File: config.mk
export PLATFORM = sky130hd
export DESIGN_NAME = positional_list_engine
export DESIGN_NICKNAME = d
export VERILOG_FILES = /design/src/rtl/core/pel_pkg.sv /design/src/rtl/core/positional_list_engine.sv /design/src/rtl/core/pel_controller.sv /design/src/rtl/core/pel_datapath.sv
export SDC_FILE = /design/constraint.sdc
export NUM_CORES = 1
export LEC_CHECK = 0
export ABC_AREA = 1
export CORE_AREA = 3 3 213 215
export CTS_CLUSTER_DIAMETER = 120
export CTS_CLUSTER_SIZE = 16
export DETAILED_ROUTE_END_ITERATION = 8
export DIE_AREA = 0 0 216 218
export DONT_BUFFER_PORTS = 1
export PLACE_DENSITY = 0.75
export RECOVER_POWER = 50
export SLEW_MARGIN = 30
export SYNTH_ARGS = -nofsm -noshare
export SYNTH_HDL_FRONTEND = slang
export SYNTH_HIERARCHICAL = 1
export SYNTH_SLANG_ARGS = --single-unit
File: constraint.sdc
create_clock -name clk -period 5.5 [get_ports clk]
set_input_delay 1.1 -clock clk [delete_from_list [all_inputs] [get_ports clk]]
set_output_delay 1.1 -clock clk [all_outputs]
set_load 0.01 [all_outputs]
File: src/rtl/core/pel_pkg.sv
// Package for the positional list engine: sizes, operation codes and the
// command and status structs shared by the controller and the datapath.
// Depends on nothing.
`default_nettype none

package pel_pkg;

    localparam int CAPACITY = 16;
    localparam int ADDR_W   = $clog2(CAPACITY);
    localparam int LEN_W    = $clog2(CAPACITY + 1);
    localparam int MODE_W   = 2;
    localparam int POS_W    = 5;
    localparam int DATA_W   = 32;
    // signed compare width that holds both a position and a length
    localparam int CMP_W    = ((LEN_W > POS_W) ? LEN_W : POS_W) + 1;

    localparam logic [MODE_W-1:0] MODE_FIND   = 2'd0;
    localparam logic [MODE_W-1:0] MODE_INSERT = 2'd1;
    localparam logic [MODE_W-1:0] MODE_DELETE = 2'd2;

    typedef struct packed {
        logic capture;   // latch the accepted transaction
        logic read_pos;  // read the entry at the requested position
        logic start;     // set up the shift walk
        logic step;      // advance the shift walk by one entry
        logic fill;      // update the length and, for an insert, write the new value
        logic load_out;  // load the result register
    } dp_cmd_t;

    typedef struct packed {
        logic legal;       // operation is valid for the current list
        logic is_find;     // operation is a find
        logic shift_done;  // shift walk has no read or write left
        logic out_free;    // result register can take a new result
    } dp_stat_t;

endpackage

`default_nettype wire

File: src/rtl/core/positional_list_engine.sv
// Positional list engine: one find, insert or delete per transaction.
// A find or an error goes from evaluate straight to the result load; an insert
// or delete first walks the shifted entries and then updates the length and,
// for an insert, writes the new value. The next transaction is taken the cycle
// after the result is loaded. Reset empties the list.
`default_nettype none

module positional_list_engine import pel_pkg::*; (
    input  logic                     clk,
    input  logic                     rst_n,
    // operation channel
    input  logic                     in_valid,
    output logic                     in_ready,
    input  logic [MODE_W-1:0]        mode,
    input  logic signed [POS_W-1:0]  position,
    input  logic signed [DATA_W-1:0] new_value,
    // result channel
    output logic                     out_valid,
    input  logic                     out_ready,
    output logic                     status,
    output logic signed [DATA_W-1:0] found_value,
    output logic [LEN_W-1:0]         length
);

    // Command and status between the sequencer and the datapath. The
    // controller steps through evaluate, shift walk, fill and result load;
    // the datapath holds the operands, the memory and the length.
    dp_cmd_t  cmd;
    dp_stat_t stat;

    // Sequence each transaction; hold in_ready low until the result is
    // loaded into the output register, which frees the next accept even
    // while that result still waits for out_ready.
    pel_controller u_ctrl (
        .clk      (clk),
        .rst_n    (rst_n),
        .in_valid (in_valid),
        .in_ready (in_ready),
        .stat     (stat),
        .cmd      (cmd)
    );

    // Insert shifts entries up from the tail down to the slot after the
    // position, then writes the new value; delete shifts entries down from
    // just past the position to the tail. Each step reads one entry and
    // writes the previous one, so the walk is pipelined one entry a cycle.
    pel_datapath u_dp (
        .clk         (clk),
        .rst_n       (rst_n),
        .cmd         (cmd),
        .stat        (stat),
        .mode        (mode),
        .position    (position),
        .new_value   (new_value),
        .out_ready   (out_ready),
        .out_valid   (out_valid),
        .status      (status),
        .found_value (found_value),
        .length      (length)
    );

endmodule

`default_nettype wire

File: src/rtl/core/pel_controller.sv
// Controller state machine of the positional list engine.
// Depends on pel_pkg for the command and status structs.
`default_nettype none

module pel_controller import pel_pkg::*; (
    input  logic     clk,
    input  logic     rst_n,
    input  logic     in_valid,
    output logic     in_ready,
    input  dp_stat_t stat,
    output dp_cmd_t  cmd
);

    localparam logic [2:0] S_IDLE  = 3'd0;
    localparam logic [2:0] S_EVAL  = 3'd1;
    localparam logic [2:0] S_SHIFT = 3'd2;
    localparam logic [2:0] S_FILL  = 3'd3;
    localparam logic [2:0] S_DONE  = 3'd4;

    logic [2:0] state_reg;
    logic [2:0] state_next;

    always_comb
    begin
        state_next = state_reg;
        cmd        = '0;
        in_ready   = 1'b0;
        case (state_reg)
            S_IDLE:
            begin
                in_ready = 1'b1;
                if (in_valid)
                begin
                    cmd.capture = 1'b1;
                    state_next  = S_EVAL;
                end
            end
            S_EVAL:
            begin
                if (!stat.legal || stat.is_find)
                begin
                    cmd.read_pos = stat.legal;
                    state_next   = S_DONE;
                end
                else
                begin
                    cmd.start  = 1'b1;
                    state_next = S_SHIFT;
                end
            end
            S_SHIFT:
            begin
                cmd.step = 1'b1;
                if (stat.shift_done)
                begin
                    state_next = S_FILL;
                end
            end
            S_FILL:
            begin
                cmd.fill   = 1'b1;
                state_next = S_DONE;
            end
            S_DONE:
            begin
                if (stat.out_free)
                begin
                    cmd.load_out = 1'b1;
                    state_next   = S_IDLE;
                end
            end
            default:
            begin
                state_next = S_IDLE;
            end
        endcase
    end

    always_ff @(posedge clk or negedge rst_n)
    begin
        if (!rst_n)
        begin
            state_reg <= S_IDLE;
        end
        else
        begin
            state_reg <= state_next;
        end
    end

endmodule

`default_nettype wire

File: src/rtl/core/pel_datapath.sv
// Datapath of the positional list engine: operand registers, element memory,
// shift walk counter, length register and result register.
// Depends on pel_pkg for sizes, operation codes and the command structs.
`default_nettype none

module pel_datapath import pel_pkg::*; (
    input  logic                     clk,
    input  logic                     rst_n,
    input  dp_cmd_t                  cmd,
    output dp_stat_t                 stat,
    input  logic [MODE_W-1:0]        mode,
    input  logic signed [POS_W-1:0]  position,
    input  logic signed [DATA_W-1:0] new_value,
    input  logic                     out_ready,
    output logic                     out_valid,
    output logic                     status,
    output logic signed [DATA_W-1:0] found_value,
    output logic [LEN_W-1:0]         length
);

    logic [DATA_W-1:0] mem [CAPACITY];

    logic [MODE_W-1:0]        mode_reg;
    logic signed [POS_W-1:0]  pos_reg;
    logic [DATA_W-1:0]        val_reg;
    logic [LEN_W-1:0]         len_reg;
    logic [ADDR_W-1:0]        idx_reg;
    logic [ADDR_W-1:0]        wr_addr_reg;
    logic                     reads_left_reg;
    logic                     pend_reg;
    logic                     commit_reg;
    logic [DATA_W-1:0]        rd_data_reg;
    logic                     out_valid_reg;
    logic                     status_reg;
    logic [DATA_W-1:0]        found_reg;
    logic [LEN_W-1:0]         length_reg;

    logic signed [CMP_W-1:0]  pos_x;
    logic signed [CMP_W-1:0]  dst_x;
    logic signed [CMP_W-1:0]  len_x;
    logic [LEN_W-1:0]         len_m1;
    logic [ADDR_W-1:0]        pos_a;
    logic [ADDR_W-1:0]        dst_a;
    logic [ADDR_W-1:0]        last_a;
    logic                     is_find;
    logic                     is_ins;
    logic                     is_del;
    logic                     in_list;
    logic                     legal;

    logic                     rd_en;
    logic [ADDR_W-1:0]        rd_addr;
    logic                     wr_en;
    logic [ADDR_W-1:0]        wr_addr;
    logic [DATA_W-1:0]        wr_data;

    always_comb
    begin
        pos_x   = {{(CMP_W - POS_W){pos_reg[POS_W-1]}}, pos_reg};
        dst_x   = pos_x + CMP_W'(1);
        len_x   = {{(CMP_W - LEN_W){1'b0}}, len_reg};
        len_m1  = len_reg - LEN_W'(1);
        pos_a   = pos_x[ADDR_W-1:0];
        dst_a   = dst_x[ADDR_W-1:0];
        is_find = (mode_reg == MODE_FIND);
        is_ins  = (mode_reg == MODE_INSERT);
        is_del  = (mode_reg == MODE_DELETE);
        in_list = !pos_x[CMP_W-1] && (pos_x < len_x);
        legal   = ((is_find || is_del) && in_list)
                  || (is_ins && !dst_x[CMP_W-1] && (pos_x < len_x)
                      && (len_reg < LEN_W'(CAPACITY)));
        last_a  = is_ins ? dst_a : len_m1[ADDR_W-1:0];
    end

    // memory port selection
    always_comb
    begin
        rd_en   = cmd.read_pos || (cmd.step && reads_left_reg);
        rd_addr = cmd.read_pos ? pos_a : idx_reg;
        wr_en   = 1'b0;
        wr_addr = wr_addr_reg;
        wr_data = rd_data_reg;
        if (cmd.step && pend_reg)
        begin
            wr_en = 1'b1;
        end
        else if (cmd.fill && is_ins)
        begin
            wr_en   = 1'b1;
            wr_addr = dst_a;
            wr_data = val_reg;
        end
    end

    always_ff @(posedge clk)
    begin
        if (wr_en)
        begin
            mem[wr_addr] <= wr_data;
        end
        if (rd_en)
        begin
            rd_data_reg <= mem[rd_addr];
        end
    end

    // payload registers
    always_ff @(posedge clk)
    begin
        if (cmd.capture)
        begin
            mode_reg <= mode;
            pos_reg  <= position;
            val_reg  <= new_value;
        end
        if (cmd.step && reads_left_reg)
        begin
            wr_addr_reg <= is_ins ? (idx_reg + ADDR_W'(1)) : (idx_reg - ADDR_W'(1));
        end
        if (cmd.load_out)
        begin
            // fill has already moved the length, so a finished insert or
            // delete may no longer test as legal; use the commit flag as well
            status_reg <= !(legal || commit_reg);
            found_reg  <= (is_find && legal) ? rd_data_reg : '0;
            length_reg <= len_reg;
        end
    end

    // control registers
    always_ff @(posedge clk or negedge rst_n)
    begin
        if (!rst_n)
        begin
            len_reg        <= '0;
            idx_reg        <= '0;
            reads_left_reg <= 1'b0;
            pend_reg       <= 1'b0;
            commit_reg     <= 1'b0;
            out_valid_reg  <= 1'b0;
        end
        else
        begin
            if (cmd.start)
            begin
                reads_left_reg <= is_ins ? (len_x > dst_x) : (dst_x < len_x);
                idx_reg        <= is_ins ? len_m1[ADDR_W-1:0] : dst_a;
                pend_reg       <= 1'b0;
            end
            else if (cmd.step)
            begin
                pend_reg <= reads_left_reg;
                if (reads_left_reg)
                begin
                    idx_reg        <= is_ins ? (idx_reg - ADDR_W'(1))
                                             : (idx_reg + ADDR_W'(1));
                    reads_left_reg <= (idx_reg != last_a);
                end
            end
            if (cmd.capture)
            begin
                commit_reg <= 1'b0;
            end
            else if (cmd.fill)
            begin
                commit_reg <= 1'b1;
            end
            if (cmd.fill)
            begin
                if (is_ins)
                begin
                    len_reg <= len_reg + LEN_W'(1);
                end
                else if (is_del)
                begin
                    len_reg <= len_m1;
                end
            end
            if (cmd.load_out)
            begin
                out_valid_reg <= 1'b1;
            end
            else if (out_ready)
            begin
                out_valid_reg <= 1'b0;
            end
        end
    end

    assign stat.legal      = legal;
    assign stat.is_find    = is_find;
    assign stat.shift_done = !reads_left_reg && !pend_reg;
    assign stat.out_free   = !out_valid_reg || out_ready;

    assign out_valid   = out_valid_reg;
    assign status      = status_reg;
    assign found_value = found_reg;
    assign length      = length_reg;

endmodule

`default_nettype wire

==> results.toml <==
[layout]
multi_input_area_um2 = 5730
seq_area_um2 = 19200
final_util_pct = 64.3
largest_register_ffs = 512
area_growth_pct = 8.08
nets = 2056
nFillCells = 3147
drive_gt1_share_pct = 6.53
top_register = "u_dp/mem"
instances_no_fill = 2600

[timing]
setup_violations = 0
skew_ns = 0.0168
tightest_slew_ns = 2.84
fmax_mhz = 208
rsz0062_at_grt = "no"
period_share_pct = 87.4
layout_min_cycle_time_ns = 4.80
hold_violations = 0
relSlewSlack_pct = -89.3
finalSetupTns_ns = 0
maxSlewViolCount = 233

[route]
num_vias = 16200
drtPass1Iterations = 5
met2_length_mm = 28.5
drt-met1-wl_mm = 24.2
drc = 0
wl_per_cell_um = 22.9
drt.antenna.violating_nets = 0
wl_met3_mm = 5.09
routed_wl_mm = 59.5
top_layer_used = "met4"
dr.first_iter.drc_count = 1991
routed_via_density = 6.25

[clocking]
cts_resized = 0
cts.clk_slew.worst_paths_ns = 0.08
cts_buffers = 46
cts-root-buf = "clkbuf_16"
htreeDepth = 2
clkLatencyLatePin_ns = 0.60
cts_hold_buf = 0
cts_max_path_buffers = 3
post-cts-setup-buffers = 0
cts.sinks = 641
cts_tree = "yes"

[synth]
synth_fp_nets = 2078
synth.area.top_cells = "edfxtp_1 72%, o211ai_1 4.7%, a21oi_1 4.5%"
synth_cell_types = 41
synth_cells = 2019
yosysSeqAreaShare_pct = 73.3
yosys.area.top_type = "edfxtp_1"
ys.warnings.count = 6
synth_top_area_share_pct = 71.8
avgSynthCellArea_um2 = 13.0
syn_area_um2 = 26200
synth_seq_cells = 641

[setup_path]
rr_endpoint = "u_dp/rd_data_reg[18]$_DFFE_PP_"
cp.required_ns = 5.86
worstSetupEndpointType = "flop"
r2r_slack_ns = 0.70
crit_arrival_ns = 5.16
r2r-start = "u_dp/mode_reg[1]$_DFFE_PP_"
critical_path.startpoint_type = "flop"
path_class = "flop to flop"
r2r_cells = 16
crit_fanout = 140

[floorplanning]
start_util_pct = 59.5
rows = 77
die_w_um = 216
fp.dieH_um = 218
pin_count = 83
core_um2 = 43900
die_area_um2 = 47100

[grt]
grt_pass1_wl_mm = 92.2
grt_antenna_before_repair = 2
grt_max_degree = 141
grt_remaining_overflow = 0
grt_pass1_vias = 15800
gr-usage-all-layers_pct = 25.5

[power_and_ir_drop]
p_leak_nw = 9.59
p_per_area_nw_per_um2 = 450
swShare_pct = 34.0
p_comb_share_pct = 29.0
p_clk_share_pct = 24.3
peakVddDrop_mv = 0.375
seqPwrFrac_pct = 46.7
cell_internal_pwr_w = 0.00840
finalPower_w = 0.0127
p_switching_w = 0.00433

[worst_hold_path]
hold_path_class = "input pin to asynchronous set/reset pin"

[place]
place.gp.congestion = 0.853
dp_hpwl_mm = 33.5
numPortBuffers = 0
placed_cells = 2541

[status]
violations = "capacitance limit, slew limit"
status = "finished, violations left"

[run]
maxCapViolCount = 10
==> worst max path at each step <==
stage	slack (ns)	endpoint	start
after floorplan	0.04	u_dp/found_value[0]$_SDFFCE_PN0P_	out_ready
after global placement	0.93	u_dp/rd_data_reg[25]$_DFFE_PP_	u_dp/len_reg[1]$_DFFE_PN0P_
after detailed placement	0.84	u_dp/rd_data_reg[25]$_DFFE_PP_	u_dp/len_reg[0]$_DFFE_PN0P_
after CTS	0.73	u_dp/rd_data_reg[18]$_DFFE_PP_	u_dp/len_reg[1]$_DFFE_PN0P_
after global routing	0.33	u_dp/rd_data_reg[18]$_DFFE_PP_	u_dp/mode_reg[1]$_DFFE_PP_
final	0.70	u_dp/rd_data_reg[18]$_DFFE_PP_	u_dp/mode_reg[1]$_DFFE_PP_
==> area by class of cell <==
type,instances,area share [%]
sequential,641,67.8
multi-input combinational,1033,20.3
clock buffer,54,4.25
inverter,212,2.83
tap,592,2.62
timing repair buffer,63,2.00
clock inverter,3,0.159
antenna,2,0.0177
==> cell usage after synthesis (all sizes together) <==
| cell | instances |
|---|---|
| edfxtp | 625 |
| a21oi | 234 |
| o22ai | 1 |
| clkinv | 1 |
| nand3 | 91 |
| a221oi | 1 |
| mux2i | 1 |
| xor2 | 6 |
| nor3 | 1 |
| nor4 | 1 |
| clkbuf | 68 |
| o31ai | 3 |
| a21o | 1 |
| xnor2 | 2 |
| inv | 211 |
| dfrtp | 16 |
| o21bai | 1 |
| o221ai | 1 |
| or2 | 4 |
| buf | 65 |
| nand2 | 158 |
| nand4 | 4 |
| o211ai | 165 |
| ha | 16 |
| a31oi | 2 |
| nor2 | 67 |
| o21ai | 272 |
| nand3b | 1 |
==> routing by layer <==
metal / global-route usage (%) / vias up
met5: 0 / -
met4: 8.95 / 0
met3: 4.00 / 112
met2: 41.5 / 771
met1: 35.6 / 8012
li1: - / 7347
==> per-stage QoR <==
stage	hold slack [ns]	area [um2]	worst slack (ns)
finish	0.189	28300	0.695
global route	0.165	28300	0.330
CTS	0.157	28400	0.728
detailed placement	0.486	27100	0.838
global placement	0.487	26900	0.930
floorplan	0.461	26200	0.0406
==> worst max-delay path: stages, from the launching register on <==
cell and delay, ns:
edfxtp_1 0.41, inv_1 0.09, ha_1 0.14, clkbuf_1 0.82, nand2_1 0.23, o31ai_4 0.27, nand2_1 0.08, nor2_1 0.15
buf_4 0.24, inv_2 0.09, nand2_4 0.36, nand2_8 0.51, buf_12 0.42, o21ai_0 0.32, o211ai_1 0.15, nand3_1 0.12
nand2_1 0.06
==> placed cells by master, fill, tap and decap left out, drive strengths merged <==
cell type,n
nand3,91
ha,16
a31oi,2
buf,40
nand3b,1
a21o,1
o21ai,272
edfxtp,625
nor4,1
inv,214
o221ai,1
o31ai,3
clkbuf,77
nand2,158
or2,4
xnor2,2
a21oi,234
dfrtp,16
diode,2
o22ai,1
nor2,67
nand4,4
clkinv,1
o21bai,1
mux2i,1
nor3,1
o211ai,165
a221oi,1
xor2,6
==> power groups by stage <==
stage | Sequential, W | Clock, W | Combinational (W)
global route | 0.00597 | 0.00333 | 0.00408
finish | 0.00594 | 0.00309 | 0.00369
floorplan | 0.00599 | 0 | 0.00269
CTS | 0.00593 | 0.00314 | 0.00368
global placement | 0.00603 | 0 | 0.00352
detailed placement | 0.00603 | 0 | 0.00366
==> kinds of logic after synthesis <==
kind of cell | synth area share (%)
DFF | 73.3
muxes | 0.0383
xor gates and xnor gates | 0.268
AOI/OAI and AO/OA | 14.8
adders and majority gates | 0.766
buffers and inverters | 5.47
and+or+nand+nor | 5.34
Power figures use the tool's default switching activity.
